--- config.mk ---
export PLATFORM = sky130hd
export DESIGN_NAME = rgb_to_hsl_pixel
export DESIGN_NICKNAME = d
export VERILOG_FILES = /design/src/rth_pkg.sv /design/src/rth_front.sv /design/src/rth_fifo.sv /design/src/rth_div.sv /design/src/rgb_to_hsl_pixel.sv
export SDC_FILE = /design/constraint.sdc
export NUM_CORES = 2
export LEC_CHECK = 0
export ABC_AREA = 1
export ABC_CLOCK_PERIOD_IN_PS = 8700
export BUFFER_PORTS_ARGS = -buffer_cell sky130_fd_sc_hd__buf_2
export CAP_MARGIN = 5
export CORE_ASPECT_RATIO = 1.75
export CORE_MARGIN = 2
export CORE_UTILIZATION = 30
export DETAILED_ROUTE_END_ITERATION = 10
export PLACE_DENSITY = 0.49
export SYNTH_ARGS = -nofsm -noshare
export SYNTH_HDL_FRONTEND = slang
export SYNTH_SLANG_ARGS = --single-unit
--- constraint.sdc ---
create_clock -name clk -period 8.7 [get_ports clk]
set_input_delay 0.87 -clock clk [delete_from_list [all_inputs] [get_ports clk]]
set_output_delay 0.87 -clock clk [all_outputs]
set_load 0.01 [all_outputs]
--- src/rth_pkg.sv ---
// Package with shared constants for the RGB to HSL pixel converter.
`timescale 1ns / 1ps
`default_nettype none
package rth_pkg;
    localparam int HUE_W = 9;
    localparam int PCT_W = 7;
    localparam int QUO_W = 9;
    localparam int HUE_EXT = 9;
    localparam int SAT_EXT = 7;
    localparam int LIT_EXT = 8;
endpackage
`default_nettype wire

--- src/rth_front.sv ---
// Front classifier: extremes, hue sector and division operands for one item.
`timescale 1ns / 1ps
`default_nettype none
module rth_front
    import rth_pkg::*;
#(
    parameter int CB = 8
) (
    input  wire logic [CB-1:0]         red,
    input  wire logic [CB-1:0]         green,
    input  wire logic [CB-1:0]         blue,
    output logic [CB+HUE_EXT-1:0]      hue_num,
    output logic [CB-1:0]              hue_den,
    output logic [CB+SAT_EXT-1:0]      sat_num,
    output logic [CB:0]                sat_den,
    output logic [CB+LIT_EXT-1:0]      lit_num
);
    localparam int HW = CB + HUE_EXT;
    localparam logic [CB:0] FULL = {1'b0, {CB{1'b1}}};
    localparam logic [CB:0] TWO_FULL = {{CB{1'b1}}, 1'b0};

    logic [CB-1:0] mx;
    logic [CB-1:0] mn;
    logic [CB-1:0] d;
    logic [CB:0]   sum;
    logic [HW-1:0] dw;
    logic [HW-1:0] rw;
    logic [HW-1:0] gw;
    logic [HW-1:0] bw;
    logic [HW-1:0] num;

    always_comb
    begin
        mx = red;
        if (green > mx)
        begin
            mx = green;
        end
        if (blue > mx)
        begin
            mx = blue;
        end
        mn = red;
        if (green < mn)
        begin
            mn = green;
        end
        if (blue < mn)
        begin
            mn = blue;
        end
        d   = mx - mn;
        sum = {1'b0, mx} + {1'b0, mn};
        dw  = HW'(d);
        rw  = HW'(red);
        gw  = HW'(green);
        bw  = HW'(blue);
        if (mx == red)
        begin
            if (green >= blue)
            begin
                num = HW'(60) * (gw - bw);
            end
            else
            begin
                num = HW'(360) * dw - HW'(60) * (bw - gw);
            end
        end
        else if (mx == green)
        begin
            num = HW'(120) * dw + HW'(60) * bw - HW'(60) * rw;
        end
        else
        begin
            num = HW'(240) * dw + HW'(60) * rw - HW'(60) * gw;
        end
        lit_num = (CB+LIT_EXT)'(50) * (CB+LIT_EXT)'(sum);
        if (d == '0)
        begin
            hue_num = '0;
            hue_den = CB'(1);
            sat_num = '0;
            sat_den = (CB+1)'(1);
        end
        else
        begin
            hue_num = num;
            hue_den = d;
            sat_num = (CB+SAT_EXT)'(100) * (CB+SAT_EXT)'(d);
            sat_den = (sum > FULL) ? (TWO_FULL - sum) : sum;
        end
    end
endmodule
`default_nettype wire

--- src/rth_fifo.sv ---
// Two-entry queue between the front classifier and the divider pipelines.
`timescale 1ns / 1ps
`default_nettype none
module rth_fifo #(
    parameter int W = 8
) (
    input  wire logic         clk,
    input  wire logic         rst_n,
    input  wire logic         push,
    input  wire logic [W-1:0] wdata,
    output logic              full,
    output logic              pop,
    output logic [W-1:0]      rdata
);
    logic [W-1:0] mem_reg [0:1];
    logic         wptr_reg;
    logic         rptr_reg;
    logic [1:0]   cnt_reg;
    logic [1:0]   cnt_next;

    assign full  = (cnt_reg == 2'd2);
    assign pop   = (cnt_reg != 2'd0);
    assign rdata = mem_reg[rptr_reg];

    always_comb
    begin
        cnt_next = cnt_reg + 2'(push) - 2'(pop);
    end

    always_ff @(posedge clk)
    begin
        if (push)
        begin
            mem_reg[wptr_reg] <= wdata;
        end
    end

    always_ff @(posedge clk or negedge rst_n)
    begin
        if (!rst_n)
        begin
            wptr_reg <= 1'b0;
            rptr_reg <= 1'b0;
            cnt_reg  <= 2'd0;
        end
        else
        begin
            if (push)
            begin
                wptr_reg <= ~wptr_reg;
            end
            if (pop)
            begin
                rptr_reg <= ~rptr_reg;
            end
            cnt_reg <= cnt_next;
        end
    end
endmodule
`default_nettype wire

--- src/rth_div.sv ---
// Pipelined restoring divider, one quotient bit per stage.
`timescale 1ns / 1ps
`default_nettype none
module rth_div #(
    parameter int NW = 16,
    parameter int DW = 8,
    parameter int QW = 9
) (
    input  wire logic          clk,
    input  wire logic          rst_n,
    input  wire logic          in_valid,
    input  wire logic [NW-1:0] num,
    input  wire logic [DW-1:0] den,
    output logic               out_valid,
    output logic [QW-1:0]      quo
);
    localparam int XW = NW + QW;

    logic [NW-1:0] rem_reg [0:QW];
    logic [DW-1:0] den_reg [0:QW];
    logic [QW-1:0] quo_reg [0:QW];
    logic          vld_reg [0:QW];

    always_ff @(posedge clk)
    begin
        rem_reg[0] <= num;
        den_reg[0] <= den;
        quo_reg[0] <= '0;
    end

    always_ff @(posedge clk or negedge rst_n)
    begin
        if (!rst_n)
        begin
            vld_reg[0] <= 1'b0;
        end
        else
        begin
            vld_reg[0] <= in_valid;
        end
    end

    for (genvar s = 0; s < QW; s++)
    begin : g_stage
        logic [XW-1:0] sh;
        logic          ge;
        assign sh = XW'(den_reg[s]) << (QW - 1 - s);
        assign ge = XW'(rem_reg[s]) >= sh;

        always_ff @(posedge clk)
        begin
            den_reg[s+1] <= den_reg[s];
            rem_reg[s+1] <= ge ? NW'(XW'(rem_reg[s]) - sh) : rem_reg[s];
            quo_reg[s+1] <= quo_reg[s] | (QW'(ge) << (QW - 1 - s));
        end

        always_ff @(posedge clk or negedge rst_n)
        begin
            if (!rst_n)
            begin
                vld_reg[s+1] <= 1'b0;
            end
            else
            begin
                vld_reg[s+1] <= vld_reg[s];
            end
        end
    end

    assign out_valid = vld_reg[QW];
    assign quo       = quo_reg[QW];
endmodule
`default_nettype wire

--- src/rgb_to_hsl_pixel.sv ---
// Top level of the RGB to HSL pixel converter.
//
//  channel | handshake          | payload
//  in      | start, busy        | red, green, blue
//  out     | done (one cycle)   | hue, saturation, lightness
//
// An item is taken each cycle while busy is low; its result passes through the queue register
// and then the 10 registers of each divider pipeline.
// Lightness divides by a constant with two shift-add folds and a compare, delayed to match.
// Reset clears the queue and all stage valid bits; no clearing pass.
// The back end never stalls, so busy only rises if the queue were full.
`timescale 1ns / 1ps
`default_nettype none
module rgb_to_hsl_pixel
    import rth_pkg::*;
#(
    parameter int CHANNEL_BITS = 8
) (
    input  wire logic                    clk,
    input  wire logic                    rst_n,
    input  wire logic                    start,
    output logic                         busy,
    input  wire logic [CHANNEL_BITS-1:0] red,
    input  wire logic [CHANNEL_BITS-1:0] green,
    input  wire logic [CHANNEL_BITS-1:0] blue,
    output logic                         done,
    output logic [HUE_W-1:0]             hue,
    output logic [PCT_W-1:0]             saturation,
    output logic [PCT_W-1:0]             lightness
);
    localparam int CB  = CHANNEL_BITS;
    localparam int HNW = CB + HUE_EXT;
    localparam int SNW = CB + SAT_EXT;
    localparam int LNW = CB + LIT_EXT;
    localparam int W   = HNW + CB + SNW + CB + 1 + LNW;
    localparam int LIT_DLY = QUO_W - 1;
    localparam logic [LNW-1:0] CMAX = LNW'({CB{1'b1}});

    logic [HNW-1:0] f_hue_num;
    logic [CB-1:0]  f_hue_den;
    logic [SNW-1:0] f_sat_num;
    logic [CB:0]    f_sat_den;
    logic [LNW-1:0] f_lit_num;
    logic [HNW-1:0] q_hue_num;
    logic [CB-1:0]  q_hue_den;
    logic [SNW-1:0] q_sat_num;
    logic [CB:0]    q_sat_den;
    logic [LNW-1:0] q_lit_num;
    logic [W-1:0]   rdata;
    logic           pop;
    logic           full;
    logic           hue_vld;
    logic           sat_vld;
    logic [QUO_W-1:0] hue_q;
    logic [QUO_W-1:0] sat_q;
    logic [LNW-1:0] lit_a_q_reg;
    logic [LNW-1:0] lit_a_y_reg;
    logic [LNW-1:0] lit_b_q_reg;
    logic [LNW-1:0] lit_b_y_reg;
    logic [PCT_W-1:0] lit_pipe_reg [0:LIT_DLY-1];

    rth_front #(.CB(CB)) u_front (
        .red     (red),
        .green   (green),
        .blue    (blue),
        .hue_num (f_hue_num),
        .hue_den (f_hue_den),
        .sat_num (f_sat_num),
        .sat_den (f_sat_den),
        .lit_num (f_lit_num)
    );

    rth_fifo #(.W(W)) u_fifo (
        .clk   (clk),
        .rst_n (rst_n),
        .push  (start && !busy),
        .wdata ({f_hue_num, f_hue_den, f_sat_num, f_sat_den, f_lit_num}),
        .full  (full),
        .pop   (pop),
        .rdata (rdata)
    );

    assign busy = full;
    assign {q_hue_num, q_hue_den, q_sat_num, q_sat_den, q_lit_num} = rdata;

    rth_div #(.NW(HNW), .DW(CB), .QW(QUO_W)) u_div_hue (
        .clk       (clk),
        .rst_n     (rst_n),
        .in_valid  (pop),
        .num       (q_hue_num),
        .den       (q_hue_den),
        .out_valid (hue_vld),
        .quo       (hue_q)
    );

    rth_div #(.NW(SNW), .DW(CB + 1), .QW(QUO_W)) u_div_sat (
        .clk       (clk),
        .rst_n     (rst_n),
        .in_valid  (pop),
        .num       (q_sat_num),
        .den       (q_sat_den),
        .out_valid (sat_vld),
        .quo       (sat_q)
    );

    // fold by 2^CB - 1 twice, then one compare finishes the quotient
    always_ff @(posedge clk)
    begin
        lit_a_q_reg     <= q_lit_num >> CB;
        lit_a_y_reg     <= (q_lit_num >> CB) + (q_lit_num & CMAX);
        lit_b_q_reg     <= lit_a_q_reg + (lit_a_y_reg >> CB);
        lit_b_y_reg     <= (lit_a_y_reg >> CB) + (lit_a_y_reg & CMAX);
        lit_pipe_reg[0] <= PCT_W'(lit_b_q_reg + LNW'(lit_b_y_reg >= CMAX));
        for (int i = 1; i < LIT_DLY; i++)
        begin
            lit_pipe_reg[i] <= lit_pipe_reg[i-1];
        end
    end

    assign done       = hue_vld && sat_vld;
    assign hue        = hue_q;
    assign saturation = PCT_W'(sat_q);
    assign lightness  = lit_pipe_reg[LIT_DLY-1];
endmodule
`default_nettype wire

Word-level counts from Yosys, hierarchy flattened
Memory sizes are Yosys's and may differ from the RTL's.
Index checks and enable logic that the tools add are counted.
- register bits: 53
- RAM bits: 852
- input port bits: 27
- output and inout port bits: 25
- logic and storage cells: 153
- memories: 8
- memories (name ; depth ; bits a word ; read ports ; clocked after Yosys merged registers in ; wr ports ; line ; text):
    u_div_hue.rem_reg ; 10 ; 17 ; 9 ; 0 ; 10 ; rth_div.sv:19 ; logic [NW-1:0] rem_reg [0:QW];
    u_div_sat.rem_reg ; 10 ; 15 ; 9 ; 0 ; 10 ; rth_div.sv:19 ;
    u_fifo.mem_reg ; 2 ; 63 ; 1 ; 0 ; 1 ; rth_fifo.sv:15 ; logic [W-1:0] mem_reg [0:1];
    u_div_hue.quo_reg ; 10 ; 9 ; 10 ; 0 ; 10 ; rth_div.sv:21 ; logic [QW-1:0] quo_reg [0:QW];
    u_div_sat.den_reg ; 10 ; 9 ; 9 ; 0 ; 10 ; rth_div.sv:20 ; logic [DW-1:0] den_reg [0:QW];
    u_div_sat.quo_reg ; 10 ; 9 ; 10 ; 0 ; 10 ; rth_div.sv:21 ;
    +2 memories ; - ; - ; - ; - ; - ; - ;
- $add $sub $neg: 34
- $mul: 10
- order comparisons: 25
- equality and inequality tests: 3
- mux-type cells: 32
- bitwise gates (word level): 20
- reduce and logical (&&, ||, !) cells: 4
- operators with widths (operator ; count):
    $mux 17 ; 13
    $mux 15 ; 10
    $mul 4x8->12 const A ; 5
    $sub 17x14->17 ; 3
    $sub 15x15->15 ; 3
    $mux 8 ; 5
    $mul 4x17->15 const A ; 2
    $add 8x8->9 ; 2
    $mux 9 ; 2
    $or 9x1->9 ; 2
    $or 9x2->9 ; 2
    $or 9x3->9 ; 2
    $or 9x4->9 ; 2
    $or 9x5->9 ; 2
    $or 9x6->9 ; 2
    $or 9x7->9 ; 2
    $or 9x8->9 ; 2
    $or 9x9->9 ; 2
    $sub 8x8->9 ; 2
    $add 16x14->17 ; 1
    $ge 15x17->1 ; 1
    $ge 17x10->1 ; 1
    $ge 17x11->1 ; 1
    $ge 17x12->1 ; 1
    other kinds (52) ; 58

Logic depth before layout (Yosys ltp)
- word-level depth: 11
- mapped depth: 67
- gate-level depth less buffers: 65

Modules after synthesis
A second synthesis with hierarchy kept.
- cells, all modules: 5398
- area, all modules: 43700.7 um^2
- by module, submodules not included (module ; instances ; cells each ; area an instance (um^2) ; sequential area each (um^2)):
    rth_front ; 1 ; 1823 ; 12819.8 ; 0.0
    rth_div at u_div_hue ; 1 ; 1550 ; 12011.5 ; 5655.4
    rth_div at u_div_sat ; 1 ; 1452 ; 11427.2 ; 5475.3
    rth_fifo ; 1 ; 362 ; 4908.5 ; 4003.8
    rgb_to_hsl_pixel ; 1 ; 211 ; 2533.7 ; 1761.7

Worst setup path after synthesis
Ideal clock, no wire load.
- path type: input port to flip-flop
- start: input red[5]
- end: memory u_fifo.mem_reg[0][62] in the netlist's numbering, data pin
- setup time: 257 ps
- arrival: 9147 ps
- required time: 8443 ps
- setup slack: -704 ps
- cell stages on the path: 50
- buffers on the path: 4
- cells stage by stage: inv_1 -> ha_1 -> a21oi_1 -> nor2_1 -> nor2_1 -> nand2_2 -> buf_6 -> buf_6 -> clkbuf_1 -> o21ai_0 -> inv_1 -> ha_1 -> a21oi_1 -> nor2_1 -> a211oi_1 -> nand2_2 -> buf_6 -> o21ai_1 -> (+14 left out) -> ha_1 -> a21oi_1 -> o21ai_0 -> a21oi_1 -> nor2_1 -> nor2_1 -> xor2_1 -> inv_1 -> ha_1 -> inv_1 -> o21bai_1 -> a21oi_1 -> o21ai_0 -> nand3b_1 -> nand2_1 -> nand2_1 -> a21oi_1 -> nor2_1
- word-level cells in the longest chain between the ends: 11
- elaborated cells on any way between the ends: 25
- those cells by class: 6 x add/sub; 4 x mul; 4 x order compare; 2 x eq/ne; 8 x mux; 1 x reduce/logical
- ends and longest elaborated chain (item ; line ; text):
    start, declared ; rgb_to_hsl_pixel.sv:23 ; input wire logic [CHANNEL_BITS-1:0] red,
    $gt 8x8->1 or $lt 8x8->1 (tied branches) ; rth_front.sv:35, rth_front.sv:44 ;
    $mux 8, on equally long branches ; rth_front.sv:35, rth_front.sv:44 ;
    $gt 8x8->1 or $lt 8x8->1 (tied branches) ; rth_front.sv:39, rth_front.sv:48 ;
    $mux 8, on equally long branches ; rth_front.sv:39, rth_front.sv:48 ;
    $sub 8x8->8 ; rth_front.sv:52 ; d = mx - mn;
    $mul 4x8->12 ; rth_front.sv:71, rth_front.sv:75 ;
    $add 16x14->17 or $add 15x14->16 (tied branches) ; rth_front.sv:75, rth_front.sv:71 ;
    $sub 17x14->17, on equally long branches ; rth_front.sv:75, rth_front.sv:71 ;
    $mux 17 ; rth_front.sv:69 ; else if (mx == green)
    $mux 17 ; rth_front.sv:58 ; if (mx == red)
    $mux 17 * ; rth_front.sv:78 ; if (d == '0)
    named net f_hue_num[16] ; rgb_to_hsl_pixel.sv:39 ; logic [HNW-1:0] f_hue_num;
    end, declared ; rth_fifo.sv:15 ;
The timed path passes the listed nets; every way through them passes the cells marked *.

Worst setup path in the final report
- start: input red[7]
- end: memory u_fifo.mem_reg[0][61] in the netlist's numbering, data pin
The elaborated chain is that of the path after synthesis.

==> impl_metrics.py <==
metrics = {
    "run_status": {
        "outcome": "completed",
    },
    "critical_path": {
        "worstPathRequired_ns": 9.06,
        "endpoint_kind": "register",
        "path_common_cell": "nand2_1",
        "rr_worst_depth": 12,
        "r2r_start": "u_div_sat.den_reg[5][4]",
        "r2r_end": "u_div_sat.rem_reg[6][14]",
        "crit_path_start": "red[7]",
        "max_stage_delay_ns": 0.61,
        "startpoint_type": "input pin",
        "arrival_ns": 8.67,
        "critical_path_class": "input pin to register",
        "critPathSlowestCell": "fa_1",
        "r2r_slack_ns": 5.64,
        "crit_end": "u_fifo.mem_reg[0][61]",
        "crit_fanout": 8,
    },
    "clocking": {
        "clk_pin_slew_ns": 0.07,
        "htreeDepth": 2,
        "cts_sinks": 672,
        "clockRootBuffer": "clkbuf_16",
        "cts_buffer_depth": 3,
        "cts-buffers-inserted": 57,
        "insertion_delay_ns": 0.62,
        "hold_buffers": 0,
        "cts_tree": "done",
    },
    "cells_and_area": {
        "nNetsFinal": 5152,
        "largest_register_ffs": 136,
        "post_route_cells_drive_above_1_share_pct": 12.65,
        "layout_common_cells": "773 x nand2_1, 622 x inv_1, 546 x dfxtp_1",
        "fin_util_pct": 35.37,
        "fin_cells": 6251,
        "n_antenna_cell": 0,
        "fill_cells": 12790,
        "area_growth_pct": 17.07,
        "final_common_cell": "nand2_1",
    },
    "floorplanning": {
        "pin_count": 52,
        "start_util_pct": 30.21,
        "die-height_um": 471.6,
        "die_width_um": 271.2,
        "rows": 171,
        "design.core.area_um2": 124100,
        "die-area_um2": 127900,
    },
    "timing": {
        "maxSlewHeadroom_pct": 25.10,
        "setup_slack_ns": 0.3916,
        "setup_viol": 0,
        "min_period_ns": 8.308,
        "worst_slew_pin_slew_ns": 1.119,
        "maxSlewViolCount": 0,
        "holdWs_ns": 0.1456,
        "hold_violations": 0,
        "rsz0062_at_grt": "yes",
        "period_share_pct": 95.50,
        "fin_worst_skew_ns": 0.02800,
        "fmax_ghz": 0.1204,
    },
    "global_routing": {
        "grt_pass1_wl_um": 146500,
        "grt_max_degree": 58,
        "overflow": 0,
        "antenna_found_initial": 0,
        "globalRouteTotalUtil_pct": 14.47,
        "grt_pass1_vias": 29020,
    },
    "routing": {
        "route.detailed.drc": 0,
        "ant_nets": 0,
        "viasPerCell": 4.467,
        "drt_pre_antenna_iters": 5,
        "totalWireLength_um": 93470,
        "vias": 27920,
        "drtIter0Drc": 765,
        "post_drt_wl_per_cell_um": 14.95,
    },
    "synth": {
        "yosysWarnings": 0,
        "synth_nets": 4837,
        "ys_ff_latch": 672,
        "synth_seq_area_share_pct": 39.06,
        "synthesis.area_um2": 37490,
        "yosys_most_used_dff": "dfxtp_1",
        "syn_area_per_cell_um2": 8.823,
        "async_flop_share_pct": 2.083,
        "syn_inst": 4249,
        "synth_edf_count": 112,
        "synth.distinct_cells": 67,
    },
    "place": {
        "dpl.hpwl_um": 78540,
        "dp_slack_ns": -0.5191,
        "io_buffers": 51,
        "post-place-cells": 6138,
        "gp_congestion": 0.9115,
    },
    "job": {
        "max_cap_violations": 0,
    },
    "min_path": {
        "hold_class": "input pin to async pin",
    },
}
==> worst min-delay path by stage <==
| stage | start | end | slack, ns | cells past startpoint |
|---|---|---|---|---|
| 2_1_floorplan | lit_pipe_reg[0][3] | lit_pipe_reg[0][10] | 0.31 | 0 |
| 3_3_place_gp | u_div_hue.quo_reg[8][1] | u_div_hue.quo_reg[9][1] | 0.31 | 0 |
| 3_5_place_dp | lit_pipe_reg[1][13] | lit_pipe_reg[1][20] | 0.31 | 0 |
| 4_1_cts | rst_n | u_fifo.cnt_reg[1] | 0.12 | 1 |
| 5_1_grt | rst_n | u_div_sat.vld_reg[5] | 0.15 | 1 |
| 6_report | rst_n | u_fifo.cnt_reg[1] | 0.15 | 1 |
==> cell usage after synthesis (16+ instances only) <==
cell,n,area share [%]
nand2_1,780,7.8
inv_1,637,6.4
dfxtp_1,546,29
ha_1,434,14
a21oi_1,305,4.1
nor2_1,262,2.6
o21ai_0,184,2.5
xor2_1,183,4.3
nand3_1,157,2.1
fa_1,127,6.8
edfxtp_1,112,9.0
xnor2_1,107,2.5
nor3_1,34,0.45
o21ai_1,34,0.45
nand4_1,30,0.50
o21bai_1,26,0.52
a21o_1,22,0.44
clkbuf_1,21,0.21
a31oi_1,17,0.28
nor4_1,17,0.28
nand2_2,16,0.27
==> per-stage QoR <==
step | cell area, µm² | TNS, ns
2_1_floorplan | 37610 | 0
3_3_place_gp | 41510 | -3.819
3_5_place_dp | 41510 | -5.488
4_1_cts | 43380 | 0
5_1_grt | 43890 | -0.3985
6_report | 43890 | 0
==> cells by family (layout without fill, tap and decap cells) <==
group	after synthesis	count (layout)	synth area share [%]
AO/OA/AOI/OAI	664	664	9.989
XOR/XNOR	291	291	6.848
adder cells (fa/ha/maj)	561	561	21.27
buffers and inverters	708	1067	7.489
flip-flops	672	672	39.06
multiplexers	2	2	0.05674
AND/OR/NAND/NOR	1351	1351	15.29
==> what timing repair did <==
| action | 4_1_cts | 5_1_grt |
|---|---|---|
| endpoints found under the setup margin | 0 | 14 |
| resized for setup | 0 | 90 |
| buffers inserted | 0 | 6 |
==> layer usage <==
metal	vias to the layer above	GRT usage, %	share of wire (%)
li1	14430	-	-
met3	211	1.049	1.9
met1	12890	11.83	32
met4	0	8.734	6.8
met5	-	0	0
met2	399	31.82	60
==> critical path, delay by kind of cell <==
kind                     cells  cell delay (ns)
adder cells (fa/ha/maj)      8             2.52
buffers and inverters       14             1.25
XOR/XNOR                     4             0.67
AO/OA/AOI/OAI                8             1.21
AND/OR/NAND/NOR             25             2.10
==> layout make-up <==
cell class	instances	area [µm²]	area share (%)
clock buffer	72	1553	3.538
multi-input combinational	2869	20560	46.85
timing repair buffer	319	2335	5.319
tap	1643	2056	4.684
inverter	645	2424	5.522
sequential	672	14650	33.37
clock inverter	31	316.6	0.7212
Power is not shown: default switching activity piles up to over one toggle a cycle in this logic, so the estimate is an artifact.
